`src/rtl/pbrt_pkg.sv`:
```
// Shared constants, types and helpers for the pulse beat rate tracker.
package pbrt_pkg;

    localparam int WINDOW      = 9;
    localparam int SAMPLE_BITS = 18;
    localparam int CNT_W       = $clog2(WINDOW + 1);
    localparam int POS_W       = (WINDOW > 1) ? $clog2(WINDOW) : 1;

    localparam int REG_IDX_W  = 3;
    localparam int CFG_DATA_W = 11;

    localparam logic [REG_IDX_W-1:0] REG_SESSION_EN = 3'd0;
    localparam logic [REG_IDX_W-1:0] REG_REFRACTORY = 3'd1;
    localparam logic [REG_IDX_W-1:0] REG_MAX_JUMP   = 3'd2;
    localparam logic [REG_IDX_W-1:0] REG_JUMP_PER_S = 3'd3;
    localparam logic [REG_IDX_W-1:0] REG_MIN_BEATS  = 3'd4;
    localparam logic [REG_IDX_W-1:0] REG_BPM_LOW    = 3'd5;
    localparam logic [REG_IDX_W-1:0] REG_BPM_HIGH   = 3'd6;

    localparam logic [2:0] EV_NONE     = 3'd0;
    localparam logic [2:0] EV_NO_RED   = 3'd1;
    localparam logic [2:0] EV_RANGE    = 3'd2;
    localparam logic [2:0] EV_JUMP     = 3'd3;
    localparam logic [2:0] EV_KEPT     = 3'd4;

    localparam logic [16:0] HP_COEF     = 17'd63570;
    localparam logic [16:0] SLOPE_KEEP  = 17'd45875;
    localparam logic [16:0] SLOPE_GAIN  = 17'd19661;
    localparam logic [31:0] RATE_NUM    = 32'd960000;
    localparam logic [19:0] RATE_MAX    = 20'd960000;

    // value moving along the median chain
    typedef struct packed {
        logic       vld;
        logic [7:0] val;
    } t_circ;

    typedef struct packed {
        logic wr;
        logic load;
        logic step;
    } t_cell_ctl;

    function automatic logic signed [31:0] sat32(input logic signed [51:0] v);
        logic signed [31:0] r;
        if (v > 52'sd2147483647) begin
            r = 32'sh7FFF_FFFF;
        end else if (v < -52'sd2147483648) begin
            r = 32'sh8000_0000;
        end else begin
            r = v[31:0];
        end
        return r;
    endfunction

endpackage

```
`src/rtl/pbrt_in_if.sv`:
```
// Sample channel: paired optical readings with time stamp.
interface pbrt_in_if;
    import pbrt_pkg::*;
    logic                   valid;
    logic                   ready;
    logic [SAMPLE_BITS-1:0] ir_sample;
    logic [SAMPLE_BITS-1:0] red_sample;
    logic [31:0]            time_ms;

    modport source (output valid, ir_sample, red_sample, time_ms, input ready);
    modport sink   (input valid, ir_sample, red_sample, time_ms, output ready);
endinterface

```
`src/rtl/pbrt_out_if.sv`:
```
// Result channel: beat event, rates and filtered infrared value.
interface pbrt_out_if;
    logic               valid;
    logic               ready;
    logic [2:0]         event_res;
    logic [19:0]        beat_rate;
    logic [7:0]         median_rate;
    logic [3:0]         kept_count;
    logic signed [31:0] ir_filtered;

    modport source (output valid, event_res, beat_rate, median_rate, kept_count, ir_filtered,
                    input ready);
    modport sink   (input valid, event_res, beat_rate, median_rate, kept_count, ir_filtered,
                    output ready);
endinterface

```
`src/rtl/pulse_beat_rate_tracker.sv`:
```
// Pulse beat rate tracker: band filters, beat detection, rate check and running median.
//
// Usage: samples enter on i_in (valid/ready); one result per sample leaves on o_out.
// Configuration registers are written on i_cfg_we/i_cfg_idx/i_cfg_data while idle.
// Each sample is processed by a sequencer sharing one 33x18 multiplier. Its path from
// the accepting edge to o_out.valid:
//   - session disabled: straight to the output state.
//   - no beat candidate or no red corroboration: filter, slope and check states.
//   - scored beat: the serial divider for 960000/interval in 1/16 beats per minute
//     (skipped for a zero interval), a range check state and, with enough kept beats,
//     a jump check state; a range reject ends there. A kept beat passes KEEP, MLD,
//     MED and SEL while the rate ring circulates the chain of cells to rank every entry.
// One sample is in work at a time; i_in.ready is high only when the sequencer is idle,
// so the next sample is accepted in the cycle after a result is registered.
// A finished result sits in the output register; the next sample can be accepted and
// processed, and it waits at the end until the receiver has taken the earlier one.
// Reset clears filter state, time stamps, ring fill and median, and loads the
// register defaults; ring contents are not cleared, only filled slots are ranked.
module pulse_beat_rate_tracker import pbrt_pkg::*; (
    input  logic                  i_clk,
    input  logic                  i_rst_n,
    input  logic                  i_cfg_we,
    input  logic [REG_IDX_W-1:0]  i_cfg_idx,
    input  logic [CFG_DATA_W-1:0] i_cfg_data,
    pbrt_in_if.sink               i_in,
    pbrt_out_if.source            o_out
);
    localparam logic [4:0] ST_IDLE = 5'd0;
    localparam logic [4:0] ST_IRM  = 5'd1;
    localparam logic [4:0] ST_IRY  = 5'd2;
    localparam logic [4:0] ST_IRL  = 5'd3;
    localparam logic [4:0] ST_RDM  = 5'd4;
    localparam logic [4:0] ST_RDY  = 5'd5;
    localparam logic [4:0] ST_RDL  = 5'd6;
    localparam logic [4:0] ST_SM1  = 5'd7;
    localparam logic [4:0] ST_SM2  = 5'd8;
    localparam logic [4:0] ST_SLP  = 5'd9;
    localparam logic [4:0] ST_CHK  = 5'd10;
    localparam logic [4:0] ST_DIV  = 5'd11;
    localparam logic [4:0] ST_RNG  = 5'd12;
    localparam logic [4:0] ST_JMP  = 5'd13;
    localparam logic [4:0] ST_KEEP = 5'd14;
    localparam logic [4:0] ST_MLD  = 5'd15;
    localparam logic [4:0] ST_MED  = 5'd16;
    localparam logic [4:0] ST_SEL  = 5'd17;
    localparam logic [4:0] ST_OUT  = 5'd18;

    // configuration
    logic        r_en;
    logic [10:0] r_refr;
    logic [7:0]  r_mj;
    logic [7:0]  r_jps;
    logic [3:0]  r_minb;
    logic [7:0]  r_low;
    logic [7:0]  r_high;

    logic [4:0]             r_state;
    logic [SAMPLE_BITS-1:0] r_ir_raw, r_red_raw, r_ir_in, r_red_in;
    logic [31:0]            r_now, r_last_beat, r_last_kept;
    logic signed [31:0]     r_ir_hp, r_ir_lp, r_red_hp, r_red_lp, r_slope;
    logic signed [31:0]     r_ir_prev, r_red_prev;
    logic signed [50:0]     r_prod, r_acc;
    logic [19:0]            r_rate;
    logic [2:0]             r_event;
    logic [POS_W-1:0]       r_pos;
    logic [CNT_W-1:0]       r_count;
    logic [CNT_W-1:0]       r_step;
    logic [7:0]             r_median;

    logic               r_ovalid;
    logic [2:0]         r_o_event;
    logic [19:0]        r_o_rate;
    logic [7:0]         r_o_median;
    logic [3:0]         r_o_count;
    logic signed [31:0] r_o_irf;

    // shared multiplier operands
    logic signed [32:0] mul_a;
    logic [16:0]        mul_b;

    logic                   is_red;
    logic [SAMPLE_BITS-1:0] cur_raw, cur_in;
    logic signed [31:0]     cur_hp, cur_lp;
    logic signed [51:0]     x_ext, p_ext, t_ext, lp_sum, s_sum;
    logic signed [31:0]     y_new, lp_new, slope_new;
    logic signed [32:0]     d_red;
    logic [31:0]            dt, el;
    logic                   cand, out_free;
    logic [11:0]            med16;
    logic [19:0]            diff;
    logic [29:0]            lhs;
    logic [44:0]            rhs;
    logic                   reject, out_of_range;

    logic                   div_start, div_busy;
    logic [19:0]            div_quot;

    t_cell_ctl        cell_ctl [WINDOW];
    t_circ            circ_out [WINDOW];
    logic [7:0]       cell_val [WINDOW];
    logic [CNT_W-1:0] cell_lt  [WINDOW];
    logic [CNT_W-1:0] cell_le  [WINDOW];
    logic [7:0]       med_pick;
    logic [CNT_W-1:0] med_k;

    assign i_in.ready = r_state == ST_IDLE;
    assign out_free   = !r_ovalid || o_out.ready;

    // configuration writes
    always_ff @(posedge i_clk) begin
        if (!i_rst_n) begin
            r_en   <= 1'b1;
            r_refr <= 11'd300;
            r_mj   <= 8'd10;
            r_jps  <= 8'd5;
            r_minb <= 4'd3;
            r_low  <= 8'd42;
            r_high <= 8'd220;
        end else if (i_cfg_we) begin
            unique case (i_cfg_idx)
                REG_SESSION_EN: r_en   <= i_cfg_data[0];
                REG_REFRACTORY: r_refr <= i_cfg_data[10:0];
                REG_MAX_JUMP:   r_mj   <= i_cfg_data[7:0];
                REG_JUMP_PER_S: r_jps  <= i_cfg_data[7:0];
                REG_MIN_BEATS:  r_minb <= i_cfg_data[3:0];
                REG_BPM_LOW:    r_low  <= i_cfg_data[7:0];
                REG_BPM_HIGH:   r_high <= i_cfg_data[7:0];
                default: ;
            endcase
        end
    end

    // datapath
    always_comb begin
        is_red  = (r_state == ST_RDY) || (r_state == ST_RDL);
        cur_raw = is_red ? r_red_raw : r_ir_raw;
        cur_in  = is_red ? r_red_in : r_ir_in;
        cur_hp  = is_red ? r_red_hp : r_ir_hp;
        cur_lp  = is_red ? r_red_lp : r_ir_lp;
        x_ext   = $signed({{(44 - SAMPLE_BITS){1'b0}}, cur_raw, 8'b0});
        p_ext   = $signed({{(44 - SAMPLE_BITS){1'b0}}, cur_in, 8'b0});
        t_ext   = ($signed({r_prod[50], r_prod}) + 52'sd32768) >>> 16;
        y_new   = sat32(x_ext - p_ext + t_ext);
        lp_sum  = $signed({{20{cur_lp[31]}}, cur_lp}) * 52'sd3
                  + $signed({{20{cur_hp[31]}}, cur_hp}) + 52'sd2;
        lp_new  = sat32(lp_sum >>> 2);
        d_red   = $signed({r_red_lp[31], r_red_lp}) - $signed({r_red_prev[31], r_red_prev});
        s_sum   = $signed({r_acc[50], r_acc}) + $signed({r_prod[50], r_prod}) + 52'sd32768;
        slope_new = sat32(s_sum >>> 16);

        dt   = r_now - r_last_beat;
        el   = r_now - r_last_kept;
        cand = (r_ir_prev <= 32'sd0) && (r_ir_lp > 32'sd0) && (dt >= {21'b0, r_refr});
        out_of_range = (r_rate <= {8'b0, r_low, 4'b0}) || (r_rate >= {8'b0, r_high, 4'b0});

        med16  = {r_median, 4'b0};
        diff   = (r_rate >= {8'b0, med16}) ? (r_rate - {8'b0, med16})
                                           : ({8'b0, med16} - r_rate);
        lhs    = 30'(diff * 30'd1000);
        rhs    = ({27'b0, r_mj} * 45'd1000 + {4'b0, r_prod[40:0]}) << 4;
        reject = {15'b0, lhs} > rhs;

        mul_a = '0;
        mul_b = '0;
        unique case (r_state)
            ST_IRM: begin
                mul_a = {r_ir_hp[31], r_ir_hp};
                mul_b = HP_COEF;
            end
            ST_RDM: begin
                mul_a = {r_red_hp[31], r_red_hp};
                mul_b = HP_COEF;
            end
            ST_SM1: begin
                mul_a = {r_slope[31], r_slope};
                mul_b = SLOPE_KEEP;
            end
            ST_SM2: begin
                mul_a = d_red;
                mul_b = SLOPE_GAIN;
            end
            ST_RNG: begin
                mul_a = $signed({1'b0, el});
                mul_b = {9'b0, r_jps};
            end
            default: ;
        endcase
    end

    assign div_start = (r_state == ST_CHK) && cand && (r_slope > 32'sd0) && (dt != 32'd0);

    pbrt_div u_div (
        .i_clk   (i_clk),
        .i_rst_n (i_rst_n),
        .i_start (div_start),
        .i_num   (RATE_NUM + {1'b0, dt[31:1]}),
        .i_den   (dt),
        .o_busy  (div_busy),
        .o_quot  (div_quot)
    );

    always_ff @(posedge i_clk) begin
        r_prod <= mul_a * $signed({1'b0, mul_b});
    end

    // sequencer and state
    always_ff @(posedge i_clk) begin
        if (!i_rst_n) begin
            r_state     <= ST_IDLE;
            r_ir_in     <= '0;
            r_red_in    <= '0;
            r_ir_hp     <= '0;
            r_ir_lp     <= '0;
            r_red_hp    <= '0;
            r_red_lp    <= '0;
            r_slope     <= '0;
            r_last_beat <= '0;
            r_last_kept <= '0;
            r_pos       <= '0;
            r_count     <= '0;
            r_median    <= '0;
            r_step      <= '0;
        end else begin
            unique case (r_state)
                ST_IDLE: begin
                    if (i_in.valid) begin
                        r_ir_raw  <= i_in.ir_sample;
                        r_red_raw <= i_in.red_sample;
                        r_now     <= i_in.time_ms;
                        r_event   <= EV_NONE;
                        r_rate    <= '0;
                        r_state   <= r_en ? ST_IRM : ST_OUT;
                    end
                end
                ST_IRM: r_state <= ST_IRY;
                ST_IRY: begin
                    r_ir_hp   <= y_new;
                    r_ir_in   <= r_ir_raw;
                    r_ir_prev <= r_ir_lp;
                    r_state   <= ST_IRL;
                end
                ST_IRL: begin
                    r_ir_lp <= lp_new;
                    r_state <= ST_RDM;
                end
                ST_RDM: r_state <= ST_RDY;
                ST_RDY: begin
                    r_red_hp   <= y_new;
                    r_red_in   <= r_red_raw;
                    r_red_prev <= r_red_lp;
                    r_state    <= ST_RDL;
                end
                ST_RDL: begin
                    r_red_lp <= lp_new;
                    r_state  <= ST_SM1;
                end
                ST_SM1: r_state <= ST_SM2;
                ST_SM2: begin
                    r_acc   <= r_prod;
                    r_state <= ST_SLP;
                end
                ST_SLP: begin
                    r_slope <= slope_new;
                    r_state <= ST_CHK;
                end
                ST_CHK: begin
                    if (!cand) begin
                        r_state <= ST_OUT;
                    end else if (r_slope <= 32'sd0) begin
                        r_event <= EV_NO_RED;
                        r_state <= ST_OUT;
                    end else if (dt == 32'd0) begin
                        r_rate  <= RATE_MAX;
                        r_state <= ST_RNG;
                    end else begin
                        r_state <= ST_DIV;
                    end
                end
                ST_DIV: begin
                    if (!div_busy) begin
                        r_rate  <= div_quot;
                        r_state <= ST_RNG;
                    end
                end
                ST_RNG: begin
                    r_last_beat <= r_now;
                    if (out_of_range) begin
                        r_event <= EV_RANGE;
                        r_state <= ST_OUT;
                    end else if (8'(r_count) >= 8'(r_minb)) begin
                        r_state <= ST_JMP;
                    end else begin
                        r_state <= ST_KEEP;
                    end
                end
                ST_JMP: begin
                    if (reject) begin
                        r_event <= EV_JUMP;
                        r_state <= ST_OUT;
                    end else begin
                        r_state <= ST_KEEP;
                    end
                end
                ST_KEEP: begin
                    r_event     <= EV_KEPT;
                    r_last_kept <= r_now;
                    r_pos       <= (r_pos == POS_W'(WINDOW - 1)) ? '0 : r_pos + POS_W'(1);
                    if (r_count != CNT_W'(WINDOW)) begin
                        r_count <= r_count + CNT_W'(1);
                    end
                    r_state <= ST_MLD;
                end
                ST_MLD: begin
                    r_step  <= '0;
                    r_state <= ST_MED;
                end
                ST_MED: begin
                    r_step <= r_step + CNT_W'(1);
                    if (r_step == CNT_W'(WINDOW - 1)) begin
                        r_state <= ST_SEL;
                    end
                end
                ST_SEL: begin
                    r_median <= med_pick;
                    r_state  <= ST_OUT;
                end
                ST_OUT: begin
                    if (out_free) begin
                        r_state <= ST_IDLE;
                    end
                end
                default: r_state <= ST_IDLE;
            endcase
        end
    end

    // chain of ring cells; each value circulates once past every slot
    genvar gi;
    generate
        for (gi = 0; gi < WINDOW; gi++) begin : g_cell
            localparam int PREV = (gi + WINDOW - 1) % WINDOW;
            assign cell_ctl[gi] = '{wr:   (r_state == ST_KEEP) && (r_pos == POS_W'(gi)),
                                    load: r_state == ST_MLD,
                                    step: r_state == ST_MED};
            pbrt_cell u_cell (
                .i_clk      (i_clk),
                .i_ctl      (cell_ctl[gi]),
                .i_wr_val   (r_rate[11:4]),
                .i_load_vld (CNT_W'(gi) < r_count),
                .i_circ     (circ_out[PREV]),
                .o_circ     (circ_out[gi]),
                .o_val      (cell_val[gi]),
                .o_lt       (cell_lt[gi]),
                .o_le       (cell_le[gi])
            );
        end
    endgenerate

    // median: the filled slot whose rank range covers count/2
    assign med_k = r_count >> 1;
    always_comb begin
        med_pick = '0;
        for (int i = 0; i < WINDOW; i++) begin
            if ((CNT_W'(i) < r_count) && (cell_lt[i] <= med_k) && (cell_le[i] > med_k)) begin
                med_pick = med_pick | cell_val[i];
            end
        end
    end

    // output register
    always_ff @(posedge i_clk) begin
        if (!i_rst_n) begin
            r_ovalid <= 1'b0;
        end else begin
            if (r_ovalid && o_out.ready) begin
                r_ovalid <= 1'b0;
            end
            if ((r_state == ST_OUT) && out_free) begin
                r_ovalid <= 1'b1;
            end
        end
    end

    always_ff @(posedge i_clk) begin
        if ((r_state == ST_OUT) && out_free) begin
            r_o_event  <= r_event;
            r_o_rate   <= r_rate;
            r_o_median <= r_median;
            r_o_count  <= 4'(r_count);
            r_o_irf    <= r_ir_lp;
        end
    end

    assign o_out.valid       = r_ovalid;
    assign o_out.event_res   = r_o_event;
    assign o_out.beat_rate   = r_o_rate;
    assign o_out.median_rate = r_o_median;
    assign o_out.kept_count  = r_o_count;
    assign o_out.ir_filtered = r_o_irf;

    a_count_bound: assert property (@(posedge i_clk) disable iff (!i_rst_n)
        (r_count <= CNT_W'(WINDOW)) && (r_pos < POS_W'(WINDOW)))
        else $error("ring fill or position out of range");

    a_kept_nonempty: assert property (@(posedge i_clk) disable iff (!i_rst_n)
        (o_out.valid && (o_out.event_res == EV_KEPT)) |-> (o_out.kept_count != 4'd0))
        else $error("kept beat reported with empty ring");

    a_div_wait: assert property (@(posedge i_clk) disable iff (!i_rst_n)
        $rose(r_state == ST_DIV) |-> div_busy)
        else $error("divider idle when rate division starts");

endmodule

```
`src/rtl/pbrt_div.sv`:
```
// Restoring divider, one quotient bit per cycle.
module pbrt_div import pbrt_pkg::*; (
    input  logic        i_clk,
    input  logic        i_rst_n,
    input  logic        i_start,
    input  logic [31:0] i_num,
    input  logic [31:0] i_den,
    output logic        o_busy,
    output logic [19:0] o_quot
);
    logic [5:0]  r_cnt;
    logic [32:0] r_rem;
    logic [31:0] r_q;
    logic [31:0] r_den;
    logic [32:0] rem_sh;
    logic        fits;

    assign rem_sh = {r_rem[31:0], r_q[31]};
    assign fits   = rem_sh >= {1'b0, r_den};

    always_ff @(posedge i_clk) begin
        if (!i_rst_n) begin
            r_cnt <= '0;
        end else if (i_start) begin
            r_cnt <= 6'd32;
        end else if (r_cnt != 6'd0) begin
            r_cnt <= r_cnt - 6'd1;
        end
    end

    always_ff @(posedge i_clk) begin
        if (i_start) begin
            r_rem <= '0;
            r_q   <= i_num;
            r_den <= i_den;
        end else if (r_cnt != 6'd0) begin
            r_rem <= fits ? (rem_sh - {1'b0, r_den}) : rem_sh;
            r_q   <= {r_q[30:0], fits};
        end
    end

    assign o_busy = r_cnt != 6'd0;
    assign o_quot = r_q[19:0];
endmodule

```
`src/rtl/pbrt_cell.sv`:
```
// One ring slot of the median chain: holds a rate and ranks it against passing values.
module pbrt_cell import pbrt_pkg::*; (
    input  logic             i_clk,
    input  t_cell_ctl        i_ctl,
    input  logic [7:0]       i_wr_val,
    input  logic             i_load_vld,
    input  t_circ            i_circ,
    output t_circ            o_circ,
    output logic [7:0]       o_val,
    output logic [CNT_W-1:0] o_lt,
    output logic [CNT_W-1:0] o_le
);
    logic [7:0]       r_val;
    t_circ            r_circ;
    logic [CNT_W-1:0] r_lt;
    logic [CNT_W-1:0] r_le;

    always_ff @(posedge i_clk) begin
        if (i_ctl.wr) begin
            r_val <= i_wr_val;
        end
    end

    always_ff @(posedge i_clk) begin
        if (i_ctl.load) begin
            r_circ <= '{vld: i_load_vld, val: r_val};
            r_lt   <= '0;
            r_le   <= '0;
        end else if (i_ctl.step) begin
            r_circ <= i_circ;
            if (r_circ.vld && (r_circ.val < r_val)) begin
                r_lt <= r_lt + CNT_W'(1);
            end
            if (r_circ.vld && (r_circ.val <= r_val)) begin
                r_le <= r_le + CNT_W'(1);
            end
        end
    end

    assign o_circ = r_circ;
    assign o_val  = r_val;
    assign o_lt   = r_lt;
    assign o_le   = r_le;
endmodule

```
`src/flat_wrapper.sv`:
```
// flat-port wrapper written by rule: the top's interface ports become plain ports
module pulse_beat_rate_tracker_flat import pbrt_pkg::*;
  (i_clk, i_rst_n, i_cfg_we, i_cfg_idx, i_cfg_data, i_in_valid, i_in_ir_sample, i_in_red_sample, i_in_time_ms, i_in_ready, o_out_valid, o_out_event_res, o_out_beat_rate, o_out_median_rate, o_out_kept_count, o_out_ir_filtered, o_out_ready);
  pbrt_in_if i_in_i ();
  pbrt_out_if o_out_i ();
  input  logic i_clk;
  input  logic i_rst_n;
  input  logic i_cfg_we;
  input  logic [REG_IDX_W-1:0] i_cfg_idx;
  input  logic [CFG_DATA_W-1:0] i_cfg_data;
  input wire logic [$bits(i_in_i.valid)-1:0] i_in_valid;
  input wire logic [$bits(i_in_i.ir_sample)-1:0] i_in_ir_sample;
  input wire logic [$bits(i_in_i.red_sample)-1:0] i_in_red_sample;
  input wire logic [$bits(i_in_i.time_ms)-1:0] i_in_time_ms;
  output wire logic [$bits(i_in_i.ready)-1:0] i_in_ready;
  output wire logic [$bits(o_out_i.valid)-1:0] o_out_valid;
  output wire logic [$bits(o_out_i.event_res)-1:0] o_out_event_res;
  output wire logic [$bits(o_out_i.beat_rate)-1:0] o_out_beat_rate;
  output wire logic [$bits(o_out_i.median_rate)-1:0] o_out_median_rate;
  output wire logic [$bits(o_out_i.kept_count)-1:0] o_out_kept_count;
  output wire logic [$bits(o_out_i.ir_filtered)-1:0] o_out_ir_filtered;
  input wire logic [$bits(o_out_i.ready)-1:0] o_out_ready;
  assign i_in_i.valid = i_in_valid;
  assign i_in_i.ir_sample = i_in_ir_sample;
  assign i_in_i.red_sample = i_in_red_sample;
  assign i_in_i.time_ms = i_in_time_ms;
  assign i_in_ready = i_in_i.ready;
  assign o_out_valid = o_out_i.valid;
  assign o_out_event_res = o_out_i.event_res;
  assign o_out_beat_rate = o_out_i.beat_rate;
  assign o_out_median_rate = o_out_i.median_rate;
  assign o_out_kept_count = o_out_i.kept_count;
  assign o_out_ir_filtered = o_out_i.ir_filtered;
  assign o_out_i.ready = o_out_ready;
  pulse_beat_rate_tracker u_core (.i_clk(i_clk), .i_rst_n(i_rst_n), .i_cfg_we(i_cfg_we), .i_cfg_idx(i_cfg_idx), .i_cfg_data(i_cfg_data), .i_in(i_in_i), .o_out(o_out_i));
endmodule
```
`config.mk`:
```
export PLATFORM = sky130hd
export DESIGN_NAME = pulse_beat_rate_tracker_flat
export DESIGN_NICKNAME = d
export VERILOG_FILES = /design/src/rtl/pbrt_pkg.sv /design/src/rtl/pbrt_in_if.sv /design/src/rtl/pbrt_out_if.sv /design/src/rtl/pulse_beat_rate_tracker.sv /design/src/rtl/pbrt_div.sv /design/src/rtl/pbrt_cell.sv /design/src/flat_wrapper.sv
export SDC_FILE = /design/constraint.sdc
export NUM_CORES = 2
export LEC_CHECK = 0
export CAP_MARGIN = 20
export CORE_ASPECT_RATIO = 0.5
export CORE_MARGIN = 2
export CORE_UTILIZATION = 65
export CTS_BUF_LIST = sky130_fd_sc_hd__clkbuf_8
export CTS_CLUSTER_SIZE = 28
export DETAILED_ROUTE_END_ITERATION = 12
export DONT_BUFFER_PORTS = 1
export PLACE_DENSITY = 0.92
export SYNTH_ARGS = -nofsm -noshare
export SYNTH_HDL_FRONTEND = slang
export SYNTH_SLANG_ARGS = --single-unit
```
`constraint.sdc`:
```
create_clock -name i_clk -period 12.15 [get_ports i_clk]
set_input_delay 0.6075 -clock i_clk [delete_from_list [all_inputs] [get_ports i_clk]]
set_output_delay 0.6075 -clock i_clk [all_outputs]
set_load 0.05 [all_outputs]
```
======== Yosys cells after proc, flatten, opt, wreduce, memory -nomap -nowiden ========
Cells that the tools add are included.
storage, ports and cells
  register bits ........................... 983
  bits in latches ......................... 0
  ROM bits ................................ 0
  memories kept ........................... 0
  output and inout bits ................... 69
  memory bits (writable) .................. 0
operators by class
  reduce and logical (&&, ||, !) cells .... 102
  divide/modulo/power cells ............... 0
  shift operators ......................... 0
  bitwise logic cells ..................... 9
  mux-type cells .......................... 73
  equal/unequal tests ..................... 44
  multipliers ............................. 4
  $add $sub $neg .......................... 37
  $lt $le $gt $ge ......................... 62
operators with widths
  kind                                                              number
  2-to-1 mux 32 bit                                                 11
  one-hot mux 33 bit (5 select lines)                               1
  2-to-1 mux 9 bit                                                  18
  2-to-1 mux 20 bit                                                 6
  subtractor 32 bit                                                 3
  one-hot mux 5 bit (19 select lines)                               1
  adder 4 x 1 -> 4 bit (second input constant)                      21
  less-or-equal comparator 8 bit                                    9
  less-than comparator 8 bit                                        9
  2-to-1 mux 8 bit                                                  9
  > comparator 32 x 1 -> 1 bit (second input constant)              2
  less-or-equal comparator 32 x 1 -> 1 bit (second input constant)  2
  bitwise OR 8 bit                                                  8
  one-hot mux 16 bit (4 select lines)                               1
  one-hot mux 20 bit (3 select lines)                               1
  AND reduction 2 bit                                               29
  adder 52 x 17 -> 52 bit (second input constant)                   1
  adder 52 x 3 -> 52 bit (second input constant)                    1
  > comparator 52 x 32 -> 1 bit (second input constant)             1
  logical AND 1 bit                                                 52
  less-than comparator 52 x 32 -> 1 bit (second input constant)     1
  adder 50 x 17 -> 51 bit (second input constant)                   1
  adder 50 x 50 -> 51 bit                                           1
  > comparator 50 x 32 -> 1 bit (second input constant)             1
  68 further kinds                                                  141

======== Longest topological paths before layout ========
  word-level depth ........................ 20
  gate-level depth with buffers ........... 51
  depth with buffers taken out ............ 49

======== Hierarchy ========
Synthesis repeated with hierarchy kept, for this count alone.
second synthesis, totals
  cells, all modules ...................... 8822
  area, all modules ....................... 82489.1 µm²
modules (own cells, without submodules)
  module                   instances  seq. area each (µm²)  cells an instance  area an instance (µm²)
  pulse_beat_rate_tracker  1          15855.2               7229               64994.8
  pbrt_cell                9          670.6                 107                1256.2
  pbrt_div                 1          2682.6                630                6188.4

======== Least setup slack after synthesis ========
Ideal clock, no wire load.
  path kind ............................... register to register
  start point ............................. reg u_core.r_rate[4]
  end point ............................... reg u_core.r_event[0] (enable)
  data arrival time ....................... 9.606 ns
  period minus slack after synthesis ...... 9.951 ns
  setup time .............................. 0.345 ns
  cell stages (with the launch flop) ...... 51
  path slack .............................. 2.199 ns
  path through ............................ edfxtp_1 > inv_1 > ha_1 > inv_1 > fa_1 > a21o_1 > a21o_1 > a21o_1 > a21o_1 > a21o_1 > a21oi_1 > nor2b_1 > clkbuf_1 > buf_1 > nand2_1 > o21ai_1 > inv_1 > fa_1 > (+15 left out) > nand2_1 > a31o_2 > o21ai_0 > nand2_1 > a21oi_1 > xnor2_1 > ha_1 > nand4_1 > nor2_1 > nand4_1 > nor3_1 > nand3_1 > o211ai_1 > nor4_1 > nand4_1 > nor4_1 > o21ai_0 > nor3_1
on the way
  cells in the longest elaborated chain, start to end .. 6
  elaborated cells between the ends (all ways) .. 12
  those cells by class .................... add/sub: 2; mul: 1; order compare: 4; eq/ne: 2; mux: 1; reduce/logical: 2
ends and longest elaborated chain
  what                                                  line                            source
  start, declared                                       pulse_beat_rate_tracker.sv:63   logic [19:0] r_rate;
  start signal, assigned                                pulse_beat_rate_tracker.sv:281  r_rate <= div_quot;
  subtractor 12 x 20 -> 20 bit (tied with other cells)  pulse_beat_rate_tracker.sv:158  : ({8'b0, med16} - r_rate);
  2-to-1 mux 20 bit                                     pulse_beat_rate_tracker.sv:157  diff = (r_rate >= {8'b0, med16}) ? (r_rate - {8'b0, med16})
  multiplier 20 x 7 -> 27 bit                           pulse_beat_rate_tracker.sv:159  lhs = 30'(diff * 30'd1000);
  > comparator 30 x 45 -> 1 bit                         pulse_beat_rate_tracker.sv:161  reject = {15'b0, lhs} > rhs;
  inequality test 2 x 1 -> 1 bit (no source line)       n/a
  AND reduction 7 bit (no source line) *                n/a
  end signal, assigned                                  pulse_beat_rate_tracker.sv:230  r_event <= EV_NONE;
  end signal, assigned                                  pulse_beat_rate_tracker.sv:270  r_event <= EV_NO_RED;
  end signal, assigned                                  pulse_beat_rate_tracker.sv:288  r_event <= EV_RANGE;
  end, declared                                         pulse_beat_rate_tracker.sv:64   logic [2:0] r_event;
Every way passes the cells marked *; elsewhere a longest branch is shown, timed or not.
A chain may end at the register's enable or synchronous reset.

======== Worst setup path after layout ========
  start point ............................. reg u_core.r_now[1]
  end point ............................... reg u_core.r_prod[49] (netlist name)
on the way
  cells in the longest elaborated chain, start to end .. 3
ends and longest elaborated chain
  what                                 line                            source
  start, declared                      pulse_beat_rate_tracker.sv:59   logic [31:0] r_now, r_last_beat, r_last_kept;
  start signal, assigned               pulse_beat_rate_tracker.sv:229  r_now <= i_in.time_ms;
  subtractor 32 bit                    pulse_beat_rate_tracker.sv:152  el = r_now - r_last_kept;
  one-hot mux 33 bit (5 select lines)  pulse_beat_rate_tracker.sv:165  unique case (r_state)
  multiplier 33 x 17 -> 50 bit         pulse_beat_rate_tracker.sv:203  r_prod <= mul_a * $signed({1'b0, mul_b});
No other way between the ends.

==> key figures <==
Critical path
  • CP max stage delay: 0.73 ns
  • Worst Setup End Kind: flop
  • Origin of the critical flop-to-flop path: u_core.r_now[1]
  • R2R cell count: 35
  • Slowest cell on crit path: a22oi_1
  • R2r endpoint: u_core.r_prod[49]
  • CP Max Fanout: 9
  • Flop2flop setup slack: 0.67 ns
  • Critical path origin: u_core.r_now[1]
  • Critical Path RT: 12.94 ns
  • CP Launch Type: flop
  • Worst Path Arrival: 12.27 ns
  • CP Class: reg -> reg
  • Most frequent CP cell: fa_1

Min path
  • HP Class: in -> reg
  • Worst Min Path Start: i_cfg_idx[2]
  • Hold EP: u_core.r_minb[1]
  • WHS Path Cells: 3

Place
  • Port Buffers: 0
  • HPWL after DPL: 168.6 mm
  • GP Congestion: 1.010
  • DP Worst Slack: 1.446 ns

Clock network
  • Num CTS Buffers: 143
  • CTS Root Cell: clkbuf_8
  • # clock sinks: 983
  • TritonCTS clock tree: yes
  • Clk slew on worst S/H paths: 0.08 ns
  • CTS H-Tree Depth: 4
  • Post-CTS setup buffer count: 0
  • Worst-Skew Late Latency: 0.95 ns
  • Clock Tree Buf Depth: 3

Global route
  • Vias in the first global route: 66,710
  • Initial antenna violation count: 8
  • Global-route wire length before repair: 361.5 mm
  • Total gr overflow: 0
  • Largest net degree at the start of global routing: 167
  • Total GRT Usage: 0.3654

Synth
  • Netlist cell types: 95
  • Net Count, Synth: 10,090
  • FFs w/ async S/R, synth: 0
  • Synthesized area: 80,040 um^2
  • Post-synthesis mux area share: 0.02395
  • Largest family of logic cells by synthesized area: adder cells
  • Avg Cell Area, Syn: 9.263 um^2
  • Synth Area in XOR/XNOR: 0.05340
  • Synth Instances: 8,641
  • Top_reg_cell synth: dfxtp_1
  • Yosys Warn Count: 0
  • Post-Synth Adder-Cell Area: 0.2719
  • Synth Area in Simple Gates: 0.1337
  • Post-synth EDFFs: 489
  • Post-synthesis sequential area ratio: 0.3070
  • Post-synthesis register bit count: 983
  • Area fraction in compound gates after synthesis: 0.1387

Detailed routing
  • Met1 Wirelength: 83.62 mm
  • Vias per inst: 6.427
  • Initial drt markers: 8,120
  • Detailed route wirelength on metal3: 27.22 mm
  • Vias: 67,110
  • WL/cell: 22.26 um
  • Pre-Repair DR Iteration Count: 12
  • Top Layer Used: met5
  • Drt drc: 3
  • Routed WL: 232.4 mm
  • Post-DRT Antenna Nets: 0
  • Routed length on met2: 103.6 mm

Floorplan
  • Die area: 126,100 um^2
  • Starting density of the core: 0.6594
  • Die X: 500.3 um
  • Num ports: 156
  • Core Area: 121,400 um^2
  • Row count: 90
  • Die height: 252.1 um

Status
  • Violated checks: DRC
  • Status: finished with violations

Power
  • Pwr Total: 0.01796 W
  • LEAKAGE: 37.86 nW
  • Peak VDD IR: 0.7580 mV
  • Cell Pwr Density: 209.2 nW/um^2

Final layout
  • Layout net count: 10,140
  • Layout cells sized above 1: 0.05639
  • Commonest non-fill, non-tap cell in the layout: inv_1
  • Area Growth Syn to Fin: 7.292%
  • Most frequent cells in the layout: inv_1, nand2_1, ha_1
  • Filler cells: 8,006

STA
  • Setup_tns: 0 ns
  • Minimum clock period: 11.48 ns
  • Final Hold Viols: 0
  • Setup slack after layout: 0.6698 ns
  • Final setup fails: 0
  • Max-slew headroom: 0.1711
  • RSZ-0062 raised after global routing: false
  • Clk_skew: 0.07257 ns
  • FMAX: 87.11 MHz
  • Max-slew violation count: 0
  • Worst slew pin tran: 1.240 ns
  • Period utilisation layout: 0.9449

Run
  • MaxCap Viol Count: 0
[stage by stage]
step / hold slack (ns) / cells / util / cell area [um^2]
after floorplan: 0.4003 / 8641 / - / 80040
after global placement: 0.4109 / 10060 / 0.6733 / 81730
after detailed placement: 0.4263 / 10060 / 0.6734 / 81740
after CTS: 0.01395 / 10420 / 0.7061 / 85710
after global routing: 0.08687 / 10430 / 0.7071 / 85840
final: 0.08670 / 10440 / 0.7075 / 85880
[worst max path at each step]
stage / endpoint
floorplan: u_core.r_event[0]
global placement: u_core.r_prod[49]
detailed placement: u_core.r_event[1]
CTS: u_core.r_event[1]
global route: u_core.r_event[1]
finish: u_core.r_prod[49]
[critical path, delay by kind of cell, from the launching register on]
family | cells | cell delay (ns)
xor gates and xnor gates | 2 | 0.27
buffers and inverters | 3 | 0.17
AOI/OAI and AO/OA | 18 | 5.92
adders and majority gates | 8 | 3.77
DFF | 1 | 0.54
and+or+nand+nor | 4 | 0.64
[power by group]
part	internal, W	switching [W]	leakage, nW
Clock	0.00143	0.00154	1.73
Sequential	0.00389	0.000407	8.55
Combinational	0.00450	0.00620	27.6
Total	0.00982	0.00815	37.9
[area by class of cell]
class,count,area [um^2],area share
antenna,19,47.55,0.0005536
clock buffer,160,2202,0.02564
clock inverter,108,873.3,0.01017
inverter,1256,4720,0.05496
multi-input combinational,6145,49940,0.5815
sequential,983,24570,0.2861
tap,1610,2014,0.02346
timing repair buffer,161,1509,0.01757
[layer usage]
metal  GRT usage  vias up
met4      0.2417        6
met5     0.01865        -
met1      0.4456    31890
met3     0.09506     1189
li1            -    29440
met2      0.5748     4584
[cells in the mapped netlist, types with 30 or more instances]
cell / count / area share
a211oi_1: 62 / 0.0058
a21o_1: 160 / 0.015
a21oi_1: 598 / 0.037
a22oi_1: 30 / 0.0028
a31oi_1: 67 / 0.0052
and2_1: 63 / 0.0049
and3_1: 55 / 0.0043
clkbuf_1: 226 / 0.011
dfxtp_1: 494 / 0.12
edfxtp_1: 489 / 0.18
fa_1: 622 / 0.16
ha_1: 744 / 0.12
inv_1: 1256 / 0.059
mux2_2: 84 / 0.012
mux2i_1: 97 / 0.012
nand2_1: 1057 / 0.050
nand2b_1: 83 / 0.0065
nand3_1: 156 / 0.0098
nand4_1: 93 / 0.0073
nor2_1: 464 / 0.022
nor2b_1: 78 / 0.0061
nor3_1: 94 / 0.0059
nor4_1: 62 / 0.0048
o211ai_1: 66 / 0.0062
o21a_1: 53 / 0.0050
o21ai_0: 393 / 0.025
o21bai_1: 43 / 0.0040
o221a_2: 39 / 0.0055
o22ai_1: 30 / 0.0023
or3_1: 43 / 0.0034
xnor2_1: 301 / 0.033
xor2_1: 187 / 0.020
[timing repair]
action                    in CTS  in global routing
hold buffers                  88                  0
resized for setup              0                  0
hold endpoints to repair     271                  0
[flip-flops by register name, indices dropped and copies added (netlist names), 36 cells and up]
register,cells
u_core.g_cell.u_cell.o_val,72
u_core.r_acc,50
u_core.r_prod,50
u_core.g_cell.u_cell.o_le,36
u_core.g_cell.u_cell.o_lt,36
u_core.g_cell.u_cell.o_circ,81
[kinds of logic (layout without fill, tap and decap cells)]
group	after synthesis	after routing
AOI/OAI and AO/OA	1768	1768
xor gates and xnor gates	488	488
adders and majority gates	1366	1366
buffers and inverters	1513	1685
DFF	983	983
muxes	181	181
other	0	19
and+or+nand+nor	2342	2342
(Power assumes the default switching activity.)
